File: src/hdl/fen_position_parser_assert.svh
// Assertion macros for the FEN parser modules, included by the emitter.
`ifndef FEN_POSITION_PARSER_ASSERT_SVH
`define FEN_POSITION_PARSER_ASSERT_SVH
`ifndef ASSERT_OFF
// Property that holds at every clock edge outside reset.
`define FPP_ASSERT(lbl, prop) \
  lbl: assert property (@(posedge clk) disable iff (!rst_n) prop) \
    else $error("fen parser assertion failed");
// Condition that must never be true outside reset.
`define FPP_ASSERT_NEVER(lbl, cond) \
  lbl: assert property (@(posedge clk) disable iff (!rst_n) !(cond)) \
    else $error("fen parser forbidden condition seen");
`else
`define FPP_ASSERT(lbl, prop)
`define FPP_ASSERT_NEVER(lbl, cond)
`endif
`endif

File: src/hdl/fpp_pkg.sv
// Types, constants and helper functions of the FEN position parser.
`default_nettype none
package fpp_pkg;

  localparam int unsigned NUM_BOARDS = 14;

  localparam logic [3:0] WHITE_BOARD = 4'd12;
  localparam logic [3:0] BLACK_BOARD = 4'd13;
  localparam logic [3:0] LAST_BOARD  = 4'd13;

  localparam logic [7:0] START_SQUARE = 8'd56;
  localparam logic [6:0] NO_SQUARE    = 7'd64;
  localparam logic [2:0] FIELD_MAX    = 3'd4;
  localparam logic [7:0] ROW_STEP     = 8'd16;

  // Field of the FEN string being parsed
  localparam logic [2:0] FLD_PLACEMENT = 3'd0;
  localparam logic [2:0] FLD_SIDE      = 3'd1;
  localparam logic [2:0] FLD_CASTLE    = 3'd2;
  localparam logic [2:0] FLD_PASSANT   = 3'd3;

  // Characters with a meaning in the string
  localparam logic [7:0] CH_SPACE = 8'h20;
  localparam logic [7:0] CH_SLASH = 8'h2F;
  localparam logic [7:0] CH_DASH  = 8'h2D;
  localparam logic [7:0] CH_ZERO  = 8'd48;
  localparam logic [7:0] CH_NINE  = 8'd57;
  localparam logic [7:0] CH_UPPER_A = 8'd65;
  localparam logic [7:0] CH_UPPER_Z = 8'd90;
  localparam logic [7:0] CH_LOWER_W = 8'h77;
  localparam logic [7:0] CH_K_WHITE = 8'h4B;
  localparam logic [7:0] CH_Q_WHITE = 8'h51;
  localparam logic [7:0] CH_K_BLACK = 8'h6B;
  localparam logic [7:0] CH_Q_BLACK = 8'h71;

  // Bias subtracted from the en passant file and rank bytes ('a' and '1')
  localparam logic signed [10:0] FILE_BIAS = 11'sd97;
  localparam logic signed [10:0] RANK_BIAS = 11'sd49;

  // Castling right bits
  localparam int unsigned CR_WK = 0;
  localparam int unsigned CR_WQ = 1;
  localparam int unsigned CR_BK = 2;
  localparam int unsigned CR_BQ = 3;

  // Board order of the results
  typedef enum logic [3:0] {
    BRD_BLACK_KING, BRD_BLACK_QUEEN, BRD_BLACK_ROOK, BRD_BLACK_BISHOP,
    BRD_BLACK_KNIGHT, BRD_BLACK_PAWN, BRD_WHITE_KING, BRD_WHITE_QUEEN,
    BRD_WHITE_ROOK, BRD_WHITE_BISHOP, BRD_WHITE_KNIGHT, BRD_WHITE_PAWN,
    BRD_ALL_WHITE, BRD_ALL_BLACK
  } board_id_t;

  typedef logic [NUM_BOARDS-1:0][63:0] boards_t;

  // Everything a snapshot of the position holds
  typedef struct packed {
    boards_t    boards;
    logic       black_to_move;
    logic [3:0] castle;
    logic [6:0] ep_square;
  } position_t;

  typedef struct packed {
    logic       hit;
    logic [3:0] idx;
  } piece_sel_t;

  // Board index of a piece letter, hit low for any other byte
  function automatic piece_sel_t piece_index(input logic [7:0] c);
    piece_sel_t r;
    r.hit = 1'b1;
    case (c)
      8'h6B:   r.idx = BRD_BLACK_KING;    // k
      8'h71:   r.idx = BRD_BLACK_QUEEN;   // q
      8'h72:   r.idx = BRD_BLACK_ROOK;    // r
      8'h62:   r.idx = BRD_BLACK_BISHOP;  // b
      8'h6E:   r.idx = BRD_BLACK_KNIGHT;  // n
      8'h70:   r.idx = BRD_BLACK_PAWN;    // p
      8'h4B:   r.idx = BRD_WHITE_KING;    // K
      8'h51:   r.idx = BRD_WHITE_QUEEN;   // Q
      8'h52:   r.idx = BRD_WHITE_ROOK;    // R
      8'h42:   r.idx = BRD_WHITE_BISHOP;  // B
      8'h4E:   r.idx = BRD_WHITE_KNIGHT;  // N
      8'h50:   r.idx = BRD_WHITE_PAWN;    // P
      default: begin
        r.hit = 1'b0;
        r.idx = BRD_BLACK_KING;
      end
    endcase
    return r;
  endfunction

endpackage
`default_nettype wire

File: src/hdl/fpp_emitter.sv
// Snapshot of a finished position and its 14-result output sequence.
`default_nettype none
`include "fen_position_parser_assert.svh"
module fpp_emitter (
  input  wire logic              clk,
  input  wire logic              rst_n,
  input  wire logic              load,
  input  wire fpp_pkg::position_t pos,
  output logic                   busy,
  output logic                   out_valid,
  input  wire logic              out_stall,
  output logic [3:0]             out_board_select,
  output logic [63:0]            out_board_bits,
  output logic                   out_side_to_move,
  output logic [3:0]             out_castle_rights,
  output logic [6:0]             out_ep_square,
  output logic                   out_last_board
);

  logic             busy_r;
  logic [3:0]       sel_r;
  fpp_pkg::boards_t boards_r;
  logic             stm_r;
  logic [3:0]       castle_r;
  logic [6:0]       ep_r;
  logic             out_acc;
  logic             at_last;

  assign out_acc = busy_r && !out_stall;
  assign at_last = (sel_r == fpp_pkg::LAST_BOARD);

  // Control: burst of 14 results after each load
  always_ff @(posedge clk) begin
    if (!rst_n) begin
      busy_r <= 1'b0;
      sel_r  <= 4'd0;
    end else if (load) begin
      busy_r <= 1'b1;
      sel_r  <= 4'd0;
    end else if (out_acc) begin
      if (at_last) begin
        busy_r <= 1'b0;
      end else begin
        sel_r <= sel_r + 4'd1;
      end
    end
  end

  // Payload: boards shift down one place per delivered result before the last
  always_ff @(posedge clk) begin
    if (load) begin
      boards_r <= pos.boards;
      stm_r    <= pos.black_to_move;
      castle_r <= pos.castle;
      ep_r     <= pos.ep_square;
    end else if (out_acc && !at_last) begin
      boards_r <= {64'd0, boards_r[fpp_pkg::NUM_BOARDS-1:1]};
    end
  end

  assign busy              = busy_r;
  assign out_valid         = busy_r;
  assign out_board_select  = sel_r;
  assign out_board_bits    = boards_r[0];
  assign out_side_to_move  = stm_r;
  assign out_castle_rights = castle_r;
  assign out_ep_square     = ep_r;
  assign out_last_board    = at_last;

  // A new snapshot never lands on a burst still in flight
  `FPP_ASSERT_NEVER(a_no_load_busy, load && busy_r && !(out_acc && at_last))
  // The final accepted result ends the burst unless a new one loads
  `FPP_ASSERT(a_burst_ends, (out_acc && at_last && !load) |=> !busy_r)
  // Select walks up by one on every delivered result but the last
  `FPP_ASSERT(a_sel_step, (out_acc && !at_last && !load) |=> (sel_r == $past(sel_r) + 4'd1))
  // Select stays within the 14 boards while showing results
  `FPP_ASSERT_NEVER(a_sel_range, busy_r && (sel_r > fpp_pkg::LAST_BOARD))

endmodule
`default_nettype wire
File: config.mk
export PLATFORM = sky130hd
export DESIGN_NAME = fpp_emitter
export DESIGN_NICKNAME = d
export VERILOG_FILES = /design/src/hdl/fpp_pkg.sv /design/src/hdl/fpp_emitter.sv
export VERILOG_INCLUDE_DIRS = /design/src /design/src/hdl
export SDC_FILE = /design/constraint.sdc
export NUM_CORES = 1
export LEC_CHECK = 0
export BUFFER_PORTS_ARGS = -buffer_cell sky130_fd_sc_hd__buf_4
export CORE_AREA = 2 2 390 392
export DETAILED_ROUTE_END_ITERATION = 8
export DIE_AREA = 0 0 392 394
export SLEW_MARGIN = 20
export SYNTH_ARGS = -nofsm -noshare
export SYNTH_HDL_FRONTEND = slang
export SYNTH_SLANG_ARGS = --single-unit
File: constraint.sdc
create_clock -name clk -period 24.6 [get_ports clk]
set_input_delay 2.46 -clock clk [delete_from_list [all_inputs] [get_ports clk]]
set_output_delay 2.46 -clock clk [all_outputs]
set_load 0.03 [all_outputs]
Word level (Yosys, flattened, before mapping)
Cells that the tools add are included. Widths: inputs -> output; s select.

Register bits: 913. Input port bits: 912. Output and inout bits: 83. Word-level logic and storage cells: 38.

Add/sub/neg operators: 1. Eq/ne operators: 1. Muxes and demuxes: 5. Bitwise logic cells: 2. Reduce and logical (&&, ||, !) cells: 10.

Operators with widths (number): $mux 896 (2); $reduce_bool 2->1 (3); $add 4x1->4 const B (1); $eq 4x4->1 const B (1); $reduce_and 2->1 (2); $mux 1 (3); $logic_and 1x1->1 (2); $logic_not 1->1 (2); $not 1->1 (2); $reduce_or 2->1 (1).

Depth between registers and ports, before layout
Depth in word-level cells: 5. Gate-level depth with buffers: 6. Mapped depth without buffers: 6.

Worst setup path before layout
No wires, ideal clock.

Path kind: input-to-reg. From: input load. To: register boards_r[100] in the netlist's numbering, enable pin. Library setup time: 1270 ps. Arrival time: 20887 ps. Required time: 23330 ps. Path slack: 2444 ps. Cell stages on the path: 5. Cell sequence: buf_6 > buf_6 > buf_6 > buf_2 > a21o_1.

Word-level cells in the longest chain between the ends: 1.

Ends and longest elaborated chain: start: declaration (RTL line fpp_emitter.sv:7) `input wire logic load,`; $reduce_bool 2->1 (no source line); end signal: assignment (RTL line fpp_emitter.sv:52) `boards_r <= pos.boards;`; end signal: assignment (RTL line fpp_emitter.sv:57) `boards_r <= {64'd0, boards_r[fpp_pkg::NUM_BOARDS-1:1]};`; end: declaration (RTL line fpp_emitter.sv:22) `fpp_pkg::boards_t boards_r;`.

No other way between the ends. A chain may end at the register's enable or synchronous reset.

Final worst setup path
From: input load. To: register boards_r[426] in the netlist's numbering, data pin.

Word-level cells in the longest chain between the ends: 1.

Ends and longest elaborated chain: $mux 896 (RTL line fpp_emitter.sv:51) `if (load) begin`.

No other way between the ends.

==> results.toml <==
[sta]
max_freq_mhz = 141.3
maxSlewViolCount = 0
fin_crit_ns = 7.079
finalHoldViolCount = 0
rsz0062_at_grt = "no"
tightest_slew_ns = 1.269
fin_worst_skew_ns = 0.05047
slew_headroom_pct = 15.43
finalSetupViolCount = 0
fin_ws_ns = 17.52
post-route-period-util_pct = 28.77
setup_tns_ns = 0

[pwr]
power_frac_seq_pct = 51.6
p_comb_share_pct = 10.2
intPower_mw = 2.918
clockPowerShare_pct = 38.1
leakage_nw = 18.99
switching_share_pct = 22.64
p_per_area_nw_per_um2 = 74.39
peakVddDrop_v = 0.00006287
p_switching_mw = 0.8541

[grt]
grt_antenna_before_repair = 57
grt_pass1_wl_mm = 152.4
grtUsageTotal_pct = 13.80
overflow = 0
grt_max_degree = 191
grt_pass1_vias = 21460

[place]
placed_cells = 4875
io_buffers = 994
hpwl_mm = 81.50
place_worst_setup_slack_ns = 16.91
globalplace.congestion = 0.8831

[setup_path]
path_cells = "buf_8, buf_4, buf_4, buf_4, buf_4, buf_12, mux2_2"
crit_top_cell = "buf_4"
critPathLaunchType = "primary input"
cp_max_fo = 173
critPathKind = "in2reg"
slowest_stage = "buf_4"
worst_setup_path_end_kind = "flip-flop"
cpPeakStageDelay_ns = 0.84
cp_data_required_time_ns = 25.06
critPathTopFamily = "buffers and inverters"
cp_num_buf_inv = 6
worstPathArrival_ns = 7.54

[synthesis]
synth_top_family_by_area = "multiplexers"
synthSimpleGateAreaFrac_pct = 1.223
synth_fa_ha_area_share_pct = 0.06439
synth_edf_count = 908
ys_ff_latch = 913
ys.flop_type = "edfxtp_1"
synth_compound_area_share_pct = 0.1384
synthTopCellsByCount = "edfxtp_1, mux2_2, buf_6, buf_4, and2_1"
synth_area_um2 = 38860
yosysSeqAreaShare_pct = 70.42
synth-xor-area-share_pct = 0
synthTopCellsByArea = "edfxtp_1, mux2_2, buf_6, buf_4, and2_1"
synth_area_leader_cell = "edfxtp_1"
async_flop_share_pct = 0
syn-num-nets = 2913
synth_cells = 1999
synthMuxAreaShare_pct = 24.11
yosysUniqueCellTypes = 25
ys_warn_count = 0
synth.most_common_cell = "edfxtp_1"
synth_top_area_share_pct = 70.16
syn_area_per_cell_um2 = 19.44

[floorplan]
num_rows = 143
die_h_um = 394
pin_count = 995
chipWidth_um = 392
die_area_um2 = 154400
core_um2 = 150700
start_util_pct = 25.80

[clock_network]
clock_latency_ns = 0.72
numCtsBuffers = 101
cts_buffer_depth = 3
path_clk_slew_ns = 0.06
clkSinkCount = 913
cts-root-buf = "clkbuf_16"
cts-resized-gates = 0
cts_tree = "built"
post-cts-setup-buffer-count = 0
hold_buffers = 0
cts_max_level = 3

[job]
maxCapViolCount = 0

[route]
antenna_left = 0
first_iter_violations = 1441
vias_per_cell = 4.114
firstDrtPassIters = 5
via_count = 20960
wire_per_inst_um = 21.73
drt-total-wl_mm = 110.7
drc = 0

[cells_and_area]
nets = 3862
finalNonFillerCells = 5094
n_fill_cell = 14700
drive_gt1_share_pct = 65.11
area_growth_pct = 30.47

[outcome]
outcome = "completed"

[hold_path]
holdCritPathClass = "reg2reg"
-- state kept, by name, indices dropped and copies added (netlist names) --
signal,cells
boards_r,832
out_board_bits,64
out_ep_square,7
out_board_select,4
out_castle_rights,4
busy,1
out_side_to_move,1
-- final cells by class --
| type | instances | area [um2] | area share [%] |
|---|---|---|---|
| tap | 2030 | 2540 | 5.010 |
| clock buffer | 129 | 2663 | 5.251 |
| antenna | 32 | 80.08 | 0.1579 |
| multi-input combinational | 919 | 9931 | 19.59 |
| sequential | 913 | 27370 | 53.97 |
| clock inverter | 58 | 455.4 | 0.8983 |
| timing repair buffer | 1011 | 7660 | 15.11 |
| inverter | 2 | 7.507 | 0.01481 |
-- path summary, 6_finish.rpt --
kind | start | depth (start not counted) | endpoint | slack (ns)
setup / recovery | load | 7 | boards_r[426] | 17.52
hold / removal | boards_r[402] | 1 | boards_r[338] | 0.50
setup reg to reg | busy | 6 | boards_r[368] | 19.19
hold reg to reg | boards_r[402] | 1 | boards_r[338] | 0.50
-- cells in the final DEF, fill, tap and decap left out, types with 3 or more instances in the layout --
cell type and n:
dfxtp_1 5, and2_1 64, clkinv_2 13, clkbuf_16 101
clkinv_1 33, buf_12 5, a21oi_1 4, clkbuf_1 25
mux2_2 832, bufinv_16 3, clkinv_16 4, edfxtp_1 908
diode_2 32, buf_4 1005, clkbuf_8 3
-- logic make-up (layout without fill, tap and decap cells) --
logic type | after synthesis | count (layout)
other cells | 0 | 32
compound gates | 9 | 9
fa+ha+maj | 2 | 2
buf+inv | 167 | 1200
simple gates | 76 | 76
mux | 832 | 832
flops | 913 | 913
-- stage by stage --
| step | hold WS [ns] | area (um2) | power, mW | util, % |
|---|---|---|---|---|
| after floorplan | 0.5246 | 38860 | 2.257 | - |
| after global placement | 0.5200 | 47500 | 2.363 | 31.53 |
| after detailed placement | 0.5213 | 47500 | 2.370 | 31.53 |
| after CTS | 0.4948 | 50620 | 3.829 | 33.60 |
| after global routing | 0.5286 | 50690 | 3.922 | 33.65 |
| final | 0.5033 | 50700 | 3.772 | 33.66 |
-- power groups by stage --
stage / Sequential (mW) / Combinational (mW) / Clock [mW]
global placement: 1.98 / 0.383 / 0
global route: 1.96 / 0.417 / 1.54
detailed placement: 1.98 / 0.388 / 0
CTS: 1.95 / 0.390 / 1.49
floorplan: 2.02 / 0.234 / 0
finish: 1.95 / 0.386 / 1.44
-- layer usage --
layer	vias to the layer above	global-route usage (%)	part of all wire [%]	wire length [um]
li1	9690	-	-	-
met1	10470	17.67	42	46390
met2	644	21.85	48	53680
met3	150	4.003	7.2	7978
met4	4	5.495	2.4	2615
met5	-	0	0.020	22
Note: power is estimated with default switching activity, not from simulation.
